**src/hdl/lsee_pkg.sv**
```systemverilog
// Types and constants shared by the LED strip effect engine.
`timescale 1ns / 1ps
package lsee_pkg;

  typedef enum logic [2:0] {
    OP_SET_MODE   = 3'd0,
    OP_SET_COLOUR = 3'd1,
    OP_REFRESH    = 3'd2,
    OP_BLINK_TICK = 3'd3,
    OP_FADE_TICK  = 3'd4
  } op_e;

  typedef enum logic [2:0] {
    MODE_OFF       = 3'd0,
    MODE_ON        = 3'd1,
    MODE_BLINK     = 3'd2,
    MODE_BLINK_INV = 3'd3,
    MODE_FADE      = 3'd4,
    MODE_FADE_RG   = 3'd5,
    MODE_FADE_GB   = 3'd6,
    MODE_FADE_BR   = 3'd7
  } mode_e;

  typedef enum logic [0:0] {
    CFG_ZONE_START = 1'b0,
    CFG_ZONE_END   = 1'b1
  } cfg_idx_e;

  typedef enum logic [1:0] {
    ST_IDLE  = 2'd0,
    ST_WRITE = 2'd1,
    ST_SCAN  = 2'd2
  } state_e;

  typedef struct packed {
    logic [7:0] r;
    logic [7:0] g;
    logic [7:0] b;
  } rgb_t;

  localparam int unsigned ZoneW = 5;
  localparam logic [ZoneW-1:0] ZoneStartRst = 5'd15;
  localparam logic [ZoneW-1:0] ZoneEndRst   = 5'd26;
  localparam logic [7:0] FadeStep = 8'd10;
  localparam logic [7:0] FullOn   = 8'hFF;
  localparam rgb_t Black = '{r: 8'h00, g: 8'h00, b: 8'h00};
  localparam rgb_t White = '{r: FullOn, g: FullOn, b: FullOn};
  localparam rgb_t Red   = '{r: FullOn, g: 8'h00, b: 8'h00};

endpackage

```
**src/hdl/lsee_if.sv**
```systemverilog
// Valid/ready channels for command words and pixel words.
`timescale 1ns / 1ps
interface lsee_cmd_if;
  logic       valid;
  logic       ready;
  logic [2:0] operation;
  logic [7:0] first_led;
  logic [7:0] middle_bound;
  logic [7:0] end_led;
  logic [2:0] mode;
  logic [7:0] red;
  logic [7:0] green;
  logic [7:0] blue;

  modport source (
    output valid, operation, first_led, middle_bound, end_led, mode, red, green, blue,
    input  ready
  );
  modport sink (
    input  valid, operation, first_led, middle_bound, end_led, mode, red, green, blue,
    output ready
  );
endinterface

interface lsee_pix_if;
  logic       valid;
  logic       ready;
  logic [4:0] pixel_index;
  logic [7:0] pixel_red;
  logic [7:0] pixel_green;
  logic [7:0] pixel_blue;
  logic       last_pixel;

  modport source (
    output valid, pixel_index, pixel_red, pixel_green, pixel_blue, last_pixel,
    input  ready
  );
  modport sink (
    input  valid, pixel_index, pixel_red, pixel_green, pixel_blue, last_pixel,
    output ready
  );
endinterface

```
**src/hdl/led_strip_effect_engine.sv**
```systemverilog
// LED strip effect engine: per-LED mode, colour and shown-colour stores under a scan sequencer.
// A frame pass (refresh, blink or fade tick) reads each LED's stores into stage 1 and
// registers the updated pixel as the output word; a set writes its range [first, end) and
// a dropped command leaves the engine idle. The pace is set by the single read and write
// port of each LED store: one LED per cycle unless the pixel output stalls a scan. Reset sets
// pending, clears blocked and per-LED valid bits, loads zone defaults; no clearing pass is run.
`timescale 1ns / 1ps
module led_strip_effect_engine
  import lsee_pkg::*;
#(
  parameter int unsigned LED_COUNT = 30
) (
  input  logic                   clk_i,
  input  logic                   rst_ni,
  input  logic                   cfg_we_i,
  input  logic [0:0]             cfg_idx_i,
  input  logic [ZoneW-1:0]       cfg_data_i,
  lsee_cmd_if.sink               cmd_i,
  lsee_pix_if.source             pix_o
);

  // Width of an LED index; never narrower than one bit.
  localparam int unsigned IW = (LED_COUNT > 1) ? $clog2(LED_COUNT) : 1;
  localparam logic [IW-1:0] LastIdx = IW'(LED_COUNT - 1);
  localparam logic [7:0] LedCnt8 = 8'(LED_COUNT);

  // ---------------------------------------------------------------------------
  // Control registers
  // ---------------------------------------------------------------------------
  state_e            state_q, state_d;
  logic [ZoneW-1:0]  zone_start_q, zone_end_q;
  logic              pending_q, pending_d;
  logic              blocked_q, blocked_d;
  logic [IW-1:0]     idx_q;          // read address in a scan, write address in a set
  logic              rd_more_q;      // scan still has addresses to issue
  logic              s1_valid_q;     // read data for s1_idx_q is present
  logic [IW-1:0]     s1_idx_q;
  logic              out_valid_q;

  // Command held for the duration of a pass
  op_e               op_q;
  mode_e             set_mode_q;
  rgb_t              set_col_q;
  logic [7:0]        end_m1_q;

  // Output word
  logic [4:0]        out_idx_q;
  rgb_t              out_col_q;
  logic              out_last_q;

  // ---------------------------------------------------------------------------
  // Stores: one write and one registered read per cycle each, valid bits for reset values
  // ---------------------------------------------------------------------------
  rgb_t              set_mem   [LED_COUNT];
  rgb_t              shown_mem [LED_COUNT];
  mode_e             mode_mem  [LED_COUNT];
  logic [LED_COUNT-1:0] set_vld_q, shown_vld_q, mode_vld_q;

  rgb_t              set_rd_q, shown_rd_q;
  mode_e             mode_rd_q;
  logic              set_rvld_q, shown_rvld_q, mode_rvld_q;

  // ---------------------------------------------------------------------------
  // Decoded command and handshake terms
  // ---------------------------------------------------------------------------
  op_e               cmd_op;
  logic              cmd_acc;
  logic              range_ok;
  logic              s1_last;
  logic              s1_moves;
  logic              issue;

  assign cmd_op   = op_e'(cmd_i.operation);
  assign cmd_acc  = cmd_i.valid && cmd_i.ready;
  // Reject a range that starts past the strip, has any bound beyond it, or is empty.
  assign range_ok = (cmd_i.first_led < LedCnt8) && (cmd_i.middle_bound <= LedCnt8)
                 && (cmd_i.end_led <= LedCnt8) && (cmd_i.first_led < cmd_i.end_led);
  assign s1_last  = (s1_idx_q == LastIdx);

  // ---------------------------------------------------------------------------
  // Per-LED update: effective (reset-aware) values, then the shared fade adder
  // ---------------------------------------------------------------------------
  mode_e      eff_mode;
  rgb_t       eff_set, eff_shown;
  logic       in_zone;
  logic [7:0] fade_dn, fade_up, fade_dn_res, fade_up_res;
  logic       fade_next;
  mode_e      new_mode;
  rgb_t       new_shown;

  assign eff_mode  = mode_rvld_q  ? mode_rd_q  : MODE_FADE;
  assign eff_set   = set_rvld_q   ? set_rd_q   : Black;
  assign eff_shown = shown_rvld_q ? shown_rd_q : Black;
  assign in_zone   = (8'(s1_idx_q) >= 8'(zone_start_q)) && (8'(s1_idx_q) < 8'(zone_end_q));

  // Pick the falling and rising components for the current fade leg.
  always_comb begin
    case (eff_mode)
      MODE_FADE_RG: begin
        fade_dn = eff_shown.r;
        fade_up = eff_shown.g;
      end
      MODE_FADE_GB: begin
        fade_dn = eff_shown.g;
        fade_up = eff_shown.b;
      end
      default: begin
        fade_dn = eff_shown.b;
        fade_up = eff_shown.r;
      end
    endcase
  end

  // Shared step unit: both wrap at 8 bits.
  assign fade_dn_res = fade_dn - FadeStep;
  assign fade_up_res = fade_up + FadeStep;
  assign fade_next   = (fade_dn_res <= FadeStep);

  always_comb begin
    new_mode  = eff_mode;
    new_shown = eff_shown;
    case (op_q)
      OP_REFRESH: begin
        new_shown = eff_set;
        if (in_zone) begin
          new_mode  = MODE_ON;
          new_shown = White;
        end else if (eff_mode == MODE_OFF) begin
          new_shown = Black;
        end else if (eff_mode == MODE_FADE) begin
          new_mode  = MODE_FADE_RG;
          new_shown = Red;
        end
      end
      OP_BLINK_TICK: begin
        if (eff_mode == MODE_BLINK_INV) begin
          new_shown = Black;
          new_mode  = MODE_BLINK;
        end else if (eff_mode == MODE_BLINK) begin
          new_shown = eff_set;
          new_mode  = MODE_BLINK_INV;
        end
      end
      OP_FADE_TICK: begin
        case (eff_mode)
          MODE_FADE_RG: begin
            new_shown.r = fade_dn_res;
            new_shown.g = fade_up_res;
            if (fade_next) new_mode = MODE_FADE_GB;
          end
          MODE_FADE_GB: begin
            new_shown.g = fade_dn_res;
            new_shown.b = fade_up_res;
            if (fade_next) new_mode = MODE_FADE_BR;
          end
          MODE_FADE_BR: begin
            new_shown.b = fade_dn_res;
            new_shown.r = fade_up_res;
            if (fade_next) new_mode = MODE_FADE_RG;
          end
          default: begin
            new_mode = eff_mode;
          end
        endcase
      end
      default: begin
        new_mode = eff_mode;
      end
    endcase
  end

  // ---------------------------------------------------------------------------
  // Sequencer: next state
  // ---------------------------------------------------------------------------
  always_comb begin
    state_d = state_q;
    case (state_q)
      ST_IDLE: begin
        if (cmd_acc) begin
          case (cmd_op)
            OP_SET_MODE, OP_SET_COLOUR: begin
              if (range_ok) state_d = ST_WRITE;
            end
            OP_REFRESH: begin
              if (pending_q) state_d = ST_SCAN;
            end
            OP_BLINK_TICK, OP_FADE_TICK: begin
              if (!blocked_q) state_d = ST_SCAN;
            end
            default: begin
              state_d = ST_IDLE;
            end
          endcase
        end
      end
      ST_WRITE: begin
        if (8'(idx_q) == end_m1_q) state_d = ST_IDLE;
      end
      ST_SCAN: begin
        if (s1_moves && s1_last) state_d = ST_IDLE;
      end
      default: begin
        state_d = ST_IDLE;
      end
    endcase
  end

  // ---------------------------------------------------------------------------
  // Sequencer: outputs (handshake, store ports, flag updates)
  // ---------------------------------------------------------------------------
  logic          mode_we, set_we, shown_we;
  logic [IW-1:0] wr_addr;
  mode_e         mode_wdata;

  always_comb begin
    cmd_i.ready = 1'b0;
    s1_moves    = 1'b0;
    issue       = 1'b0;
    mode_we     = 1'b0;
    set_we      = 1'b0;
    shown_we    = 1'b0;
    wr_addr     = s1_idx_q;
    mode_wdata  = new_mode;
    pending_d   = pending_q;
    blocked_d   = blocked_q;
    case (state_q)
      ST_IDLE: begin
        cmd_i.ready = 1'b1;
        if (cmd_acc) begin
          case (cmd_op)
            OP_SET_MODE, OP_SET_COLOUR: begin
              // Block ticks even when the range is rejected.
              blocked_d = 1'b1;
              if (range_ok) pending_d = 1'b1;
            end
            OP_REFRESH: begin
              if (pending_q) begin
                pending_d = 1'b0;
                blocked_d = 1'b0;
              end
            end
            default: begin
              blocked_d = blocked_q;
            end
          endcase
        end
      end
      ST_WRITE: begin
        wr_addr    = idx_q;
        mode_wdata = set_mode_q;
        mode_we    = (op_q == OP_SET_MODE);
        set_we     = (op_q == OP_SET_COLOUR);
      end
      ST_SCAN: begin
        // Stage 1 drains into the output word when that word is free or being taken.
        s1_moves = s1_valid_q && (!out_valid_q || pix_o.ready);
        issue    = rd_more_q && (!s1_valid_q || s1_moves);
        mode_we  = s1_moves;
        shown_we = s1_moves;
      end
      default: begin
        cmd_i.ready = 1'b0;
      end
    endcase
  end

  // ---------------------------------------------------------------------------
  // Control state
  // ---------------------------------------------------------------------------
  always_ff @(posedge clk_i or negedge rst_ni) begin
    if (!rst_ni) begin
      state_q      <= ST_IDLE;
      zone_start_q <= ZoneStartRst;
      zone_end_q   <= ZoneEndRst;
      pending_q    <= 1'b1;
      blocked_q    <= 1'b0;
      idx_q        <= '0;
      rd_more_q    <= 1'b0;
      s1_valid_q   <= 1'b0;
      out_valid_q  <= 1'b0;
      set_vld_q    <= '0;
      shown_vld_q  <= '0;
      mode_vld_q   <= '0;
    end else begin
      state_q   <= state_d;
      pending_q <= pending_d;
      blocked_q <= blocked_d;

      if (cfg_we_i) begin
        case (cfg_idx_e'(cfg_idx_i))
          CFG_ZONE_START: zone_start_q <= cfg_data_i;
          CFG_ZONE_END:   zone_end_q   <= cfg_data_i;
          default:        zone_start_q <= zone_start_q;
        endcase
      end

      // Address counter: load at the start of a pass, advance per write or read.
      if (state_q == ST_IDLE && state_d == ST_WRITE) begin
        idx_q <= cmd_i.first_led[IW-1:0];
      end else if (state_q == ST_IDLE && state_d == ST_SCAN) begin
        idx_q     <= '0;
        rd_more_q <= 1'b1;
      end else if (state_q == ST_WRITE) begin
        idx_q <= idx_q + IW'(1);
      end else if (issue) begin
        idx_q     <= idx_q + IW'(1);
        rd_more_q <= (idx_q != LastIdx);
      end

      if (issue) begin
        s1_valid_q <= 1'b1;
      end else if (s1_moves) begin
        s1_valid_q <= 1'b0;
      end

      if (s1_moves) begin
        out_valid_q <= 1'b1;
      end else if (pix_o.ready) begin
        out_valid_q <= 1'b0;
      end

      if (mode_we)  mode_vld_q[wr_addr]  <= 1'b1;
      if (set_we)   set_vld_q[wr_addr]   <= 1'b1;
      if (shown_we) shown_vld_q[wr_addr] <= 1'b1;
    end
  end

  // ---------------------------------------------------------------------------
  // Payload registers
  // ---------------------------------------------------------------------------
  always_ff @(posedge clk_i) begin
    if (cmd_acc) begin
      op_q       <= cmd_op;
      set_mode_q <= mode_e'(cmd_i.mode);
      set_col_q  <= '{r: cmd_i.red, g: cmd_i.green, b: cmd_i.blue};
      end_m1_q   <= cmd_i.end_led - 8'd1;
    end
    if (issue) begin
      s1_idx_q     <= idx_q;
      set_rvld_q   <= set_vld_q[idx_q];
      shown_rvld_q <= shown_vld_q[idx_q];
      mode_rvld_q  <= mode_vld_q[idx_q];
    end
    if (s1_moves) begin
      out_idx_q  <= 5'(s1_idx_q);
      out_col_q  <= new_shown;
      out_last_q <= s1_last;
    end
  end

  // Store arrays
  always_ff @(posedge clk_i) begin
    if (mode_we) mode_mem[wr_addr] <= mode_wdata;
    if (issue)   mode_rd_q <= mode_mem[idx_q];
  end

  always_ff @(posedge clk_i) begin
    if (set_we) set_mem[wr_addr] <= set_col_q;
    if (issue)  set_rd_q <= set_mem[idx_q];
  end

  always_ff @(posedge clk_i) begin
    if (shown_we) shown_mem[wr_addr] <= new_shown;
    if (issue)    shown_rd_q <= shown_mem[idx_q];
  end

  // ---------------------------------------------------------------------------
  // Pixel word out
  // ---------------------------------------------------------------------------
  assign pix_o.valid       = out_valid_q;
  assign pix_o.pixel_index = out_idx_q;
  assign pix_o.pixel_red   = out_col_q.r;
  assign pix_o.pixel_green = out_col_q.g;
  assign pix_o.pixel_blue  = out_col_q.b;
  assign pix_o.last_pixel  = out_last_q;

`ifndef SYNTH
  // A set pass never runs past the end of its range.
  assert property (@(posedge clk_i) disable iff (!rst_ni)
    (state_q == ST_WRITE) |-> (8'(idx_q) <= end_m1_q))
    else $error("set pass ran past its range");

  // Read data only exists while a frame pass runs.
  assert property (@(posedge clk_i) disable iff (!rst_ni)
    s1_valid_q |-> (state_q == ST_SCAN))
    else $error("stage data outside a frame pass");

  // Any accepted set command blocks ticks.
  assert property (@(posedge clk_i) disable iff (!rst_ni)
    (cmd_acc && (cmd_op == OP_SET_MODE || cmd_op == OP_SET_COLOUR)) |=> blocked_q)
    else $error("set command did not raise the block flag");

  // A refresh with pending settings starts a frame pass and clears the flags.
  assert property (@(posedge clk_i) disable iff (!rst_ni)
    (cmd_acc && cmd_op == OP_REFRESH && pending_q)
      |=> (state_q == ST_SCAN && !pending_q && !blocked_q))
    else $error("refresh did not start a frame pass");
`endif

endmodule
```
**src/flat_wrapper.sv**
```systemverilog
// flat-port wrapper written by rule: the top's interface ports become plain ports
module led_strip_effect_engine_flat import lsee_pkg::*;
#(
  parameter int unsigned LED_COUNT = 30
)
  (clk_i, rst_ni, cfg_we_i, cfg_idx_i, cfg_data_i, cmd_i_valid, cmd_i_operation, cmd_i_first_led, cmd_i_middle_bound, cmd_i_end_led, cmd_i_mode, cmd_i_red, cmd_i_green, cmd_i_blue, cmd_i_ready, pix_o_valid, pix_o_pixel_index, pix_o_pixel_red, pix_o_pixel_green, pix_o_pixel_blue, pix_o_last_pixel, pix_o_ready);
  lsee_cmd_if cmd_i_i ();
  lsee_pix_if pix_o_i ();
  input  logic clk_i;
  input  logic rst_ni;
  input  logic cfg_we_i;
  input  logic [0:0] cfg_idx_i;
  input  logic [ZoneW-1:0] cfg_data_i;
  input wire logic [$bits(cmd_i_i.valid)-1:0] cmd_i_valid;
  input wire logic [$bits(cmd_i_i.operation)-1:0] cmd_i_operation;
  input wire logic [$bits(cmd_i_i.first_led)-1:0] cmd_i_first_led;
  input wire logic [$bits(cmd_i_i.middle_bound)-1:0] cmd_i_middle_bound;
  input wire logic [$bits(cmd_i_i.end_led)-1:0] cmd_i_end_led;
  input wire logic [$bits(cmd_i_i.mode)-1:0] cmd_i_mode;
  input wire logic [$bits(cmd_i_i.red)-1:0] cmd_i_red;
  input wire logic [$bits(cmd_i_i.green)-1:0] cmd_i_green;
  input wire logic [$bits(cmd_i_i.blue)-1:0] cmd_i_blue;
  output wire logic [$bits(cmd_i_i.ready)-1:0] cmd_i_ready;
  output wire logic [$bits(pix_o_i.valid)-1:0] pix_o_valid;
  output wire logic [$bits(pix_o_i.pixel_index)-1:0] pix_o_pixel_index;
  output wire logic [$bits(pix_o_i.pixel_red)-1:0] pix_o_pixel_red;
  output wire logic [$bits(pix_o_i.pixel_green)-1:0] pix_o_pixel_green;
  output wire logic [$bits(pix_o_i.pixel_blue)-1:0] pix_o_pixel_blue;
  output wire logic [$bits(pix_o_i.last_pixel)-1:0] pix_o_last_pixel;
  input wire logic [$bits(pix_o_i.ready)-1:0] pix_o_ready;
  assign cmd_i_i.valid = cmd_i_valid;
  assign cmd_i_i.operation = cmd_i_operation;
  assign cmd_i_i.first_led = cmd_i_first_led;
  assign cmd_i_i.middle_bound = cmd_i_middle_bound;
  assign cmd_i_i.end_led = cmd_i_end_led;
  assign cmd_i_i.mode = cmd_i_mode;
  assign cmd_i_i.red = cmd_i_red;
  assign cmd_i_i.green = cmd_i_green;
  assign cmd_i_i.blue = cmd_i_blue;
  assign cmd_i_ready = cmd_i_i.ready;
  assign pix_o_valid = pix_o_i.valid;
  assign pix_o_pixel_index = pix_o_i.pixel_index;
  assign pix_o_pixel_red = pix_o_i.pixel_red;
  assign pix_o_pixel_green = pix_o_i.pixel_green;
  assign pix_o_pixel_blue = pix_o_i.pixel_blue;
  assign pix_o_last_pixel = pix_o_i.last_pixel;
  assign pix_o_i.ready = pix_o_ready;
  led_strip_effect_engine #(.LED_COUNT(LED_COUNT)) u_core (.clk_i(clk_i), .rst_ni(rst_ni), .cfg_we_i(cfg_we_i), .cfg_idx_i(cfg_idx_i), .cfg_data_i(cfg_data_i), .cmd_i(cmd_i_i), .pix_o(pix_o_i));
endmodule
```
**config.mk**
```make
export PLATFORM = sky130hd
export DESIGN_NAME = led_strip_effect_engine_flat
export DESIGN_NICKNAME = d
export VERILOG_FILES = /design/src/hdl/lsee_pkg.sv /design/src/hdl/lsee_if.sv /design/src/hdl/led_strip_effect_engine.sv /design/src/flat_wrapper.sv
export SDC_FILE = /design/constraint.sdc
export NUM_CORES = 2
export LEC_CHECK = 0
export BUFFER_PORTS_ARGS = -buffer_cell sky130_fd_sc_hd__buf_2
export CORE_ASPECT_RATIO = 1.1
export CORE_MARGIN = 3
export CORE_UTILIZATION = 63
export CTS_CLUSTER_DIAMETER = 60
export DETAILED_ROUTE_END_ITERATION = 12
export PLACE_DENSITY_LB_ADDON = 0.2
export SYNTH_ARGS = -nofsm -noshare
export SYNTH_HDL_FRONTEND = slang
export SYNTH_SLANG_ARGS = --single-unit
export TNS_END_PERCENT = 10
```
**constraint.sdc**
```tcl
create_clock -name clk_i -period 6.8 [get_ports clk_i]
set_clock_uncertainty 0.2 [all_clocks]
set_input_delay 0 -clock clk_i [delete_from_list [all_inputs] [get_ports clk_i]]
set_output_delay 0 -clock clk_i [all_outputs]
set_load 0.02 [all_outputs]
```
==> flow_summary.json <==
{
  "synth_warnings": 0,
  "hold_viol": 0,
  "max_freq_mhz": 182.9,
  "grt_overflow": 0,
  "reg2regPathDepth": 12,
  "cts_tree": "built",
  "clockBufferDepth": 3,
  "startpoint_type": "register",
  "cts_inserted_buffers": 169,
  "cp_max_fo": 30,
  "setup_violations": 0,
  "tightest_slew_ns": 1.381,
  "routedWlPerCell_um": 35.07,
  "synth_ff_type": "edfxtp_1",
  "cts_num_sinks": 1769,
  "viasPerCell": 6.946,
  "maxCapViolCount": 0,
  "synth_top_cell_by_area": "edfxtp_1",
  "fin_setup_tns_ns": 0,
  "rsz0062_at_grt": "false",
  "crit-reg2reg-launch": "u_core.mode_rvld_q",
  "startpoint": "u_core.mode_rvld_q",
  "ant_nets": 1,
  "synth-seq-cells": 1769,
  "drt_iter0_markers": 4564,
  "dieArea_mm2": 0.1147,
  "fin_util_pct": 72.56,
  "power.density_mw_per_mm2": 408.6,
  "timing.rr.end": "u_core.mode_mem[9][1]",
  "vias": 35850,
  "crit_required_ns": 6.76,
  "antenna_found_initial": 3,
  "grt_pass1_wl_um": 261200,
  "avgSynthCellArea_um2": 21.34,
  "grt_pass1_vias": 36900,
  "setup.worst_path.end_class": "register",
  "start_util_pct": 63.69,
  "post-route-drc-count": 0,
  "synth.top_cell.area_share_pct": 71.35,
  "synth_area_mm2": 0.06973,
  "violations": "antenna violations",
  "core_mm2": 0.1095,
  "area_growth_pct": 13.92,
  "postCtsSetupBuffers": 0,
  "final_common_cell": "edfxtp_1",
  "most-common-layout-cells": "1657 x edfxtp_1, 482 x mux4_2, 172 x clkbuf_16, 130 x dlygate4sd3_1, 108 x mux2_2",
  "fill_cells": 6024,
  "die_h_um": 354.9,
  "io_buffers": 96,
  "cts_resized": 0,
  "drt_first_pass_iters": 9,
  "clock_latency_ns": 0.78,
  "hold_path_class": "primary input to async pin",
  "max_slew_margin_pct": 7.911,
  "seq_area_frac_synth_pct": 75.39,
  "clk_pin_slew_ns": 0.06,
  "synth_edf_count": 1657,
  "h-tree-depth": 4,
  "root_buffer": "clkbuf_16",
  "fin_crit_sh_pct": 80.40,
  "drive_above_1_share_pct": 32.83,
  "drt_wl_total_um": 181000,
  "status": "complete, but fails checks",
  "num_io_pins": 97,
  "syn_inst": 3268,
  "leakagePower_nw": 25.98,
  "synth.top_cells.by_area": "edfxtp_1 71%, mux4_2 16%, dfrtp_1 3.7%",
  "ir_drop_mv": 0.4037,
  "grt_max_degree": 140,
  "place_congestion": 0.9297,
  "grtUsageTotal_pct": 32.54,
  "maxSlewViolCount": 0,
  "hpwl_um": 92600,
  "cp.arrival_ns": 5.43,
  "fp-row-count": 127,
  "die_w_um": 323.2,
  "crit_type": "register to register",
  "fin_crit_ns": 5.467,
  "reg2reg_slack_ns": 1.33,
  "nets": 3685,
  "syn_nets": 3359,
  "async_reset_ff_share_pct": 6.331,
  "ys_types": 74
}
==> where the power goes <==
part           switching [mW]  internal [mW]
registers               0.861           13.8
clock network            4.03           5.19
logic                    4.80           3.77
==> cells by family after synthesis <==
family | after synthesis | synth area share [%]
mux | 600 | 17.45
flops | 1769 | 75.39
simple gates | 435 | 3.170
buf+inv | 199 | 1.096
fa+ha+maj | 26 | 0.4665
compound gates | 213 | 2.099
xor+xnor | 26 | 0.3266
==> cell usage after synthesis, drive strengths merged (15+ instances only) <==
cell and instances:
edfxtp 1657, mux4 482, clkbuf 118, mux2 108, dfrtp 104, or2 99
nand2 93, nor2 89, nor3 50, buf 48, o21ai 46, a21oi 36
inv 33, nand3 30, ha 26, nand2b 15
==> state kept, by name, indices dropped and copies added (netlist names), 8 cells and up <==
name                      count
u_core.set_mem              720
u_core.pix_o.pixel_green      8
u_core.set_rd_q              24
u_core.mode_vld_q            30
u_core.end_m1_q               8
u_core.set_vld_q             30
u_core.set_col_q             24
u_core.shown_vld_q           30
u_core.shown_mem            720
u_core.mode_mem              90
u_core.pix_o.pixel_red        8
u_core.shown_rd_q            24
u_core.pix_o.pixel_blue       8
==> metal layers <==
metal	routed length, um	vias to the layer above	global-route usage [%]
met4	8315	0	14.34
li1	-	14260	-
met5	0	-	0
met1	65190	18960	43.70
met3	15360	459	5.818
met2	92130	2164	53.34
==> worst max-delay path: stages, from the launching register on <==
cell and delay (ns):
edfxtp_1 0.78, nand2_2 0.29, or2_0 0.51, a222oi_1 0.43, nand2b_1 0.16, ha_1 0.19
inv_1 0.05, o311ai_1 0.11, nand4_1 0.16, xor2_1 0.22, or4_4 0.57, o31ai_1 0.26
nand3_1 0.89
==> layout make-up <==
type	count	area (um^2)	share of cell area, %
diodes	5	12.51	0.01575
clock buffers	212	4494	5.657
clock inverters	102	942.2	1.186
inverters	33	126.4	0.1591
multi-input cells	1300	16910	21.29
flip-flops and latches	1769	52590	66.20
well taps	1419	1775	2.235
repair buffers	321	2592	3.263
==> metrics by stage <==
stage | worst slack [ns] | cell area, um^2 | power, mW | instances | hold WS (ns)
after floorplan | 1.546 | 69730 | 20.36 | 3268 | -0.4956
after global placement | 1.654 | 72670 | 23.02 | 4711 | -0.1484
after detailed placement | 1.483 | 72670 | 23.27 | 4711 | -0.1274
after CTS | 1.454 | 79430 | 32.54 | 5156 | 0.05652
after global routing | 1.005 | 79430 | 33.60 | 5156 | 0.1334
final | 1.333 | 79440 | 32.46 | 5161 | 0.1283
==> worst max path at each step <==
stage	end	slack, ns	cells past startpoint
2_1_floorplan	u_core.pix_o.pixel_red[7]	1.55	12
3_5_place_dp	u_core.mode_mem[7][1]	1.48	12
4_1_cts	u_core.mode_mem[9][1]	1.45	12
6_report	u_core.mode_mem[9][1]	1.33	12
3_3_place_gp	u_core.mode_mem[12][1]	1.65	12
5_1_grt	u_core.mode_mem[9][1]	1.01	12
==> timing repair <==
item,4_1_cts,5_1_grt
hold buffers,131,0
endpoints found under the hold margin,177,0
setup endpoints to repair,0,0
No activity file was read; power rests on OpenSTA's default activity.
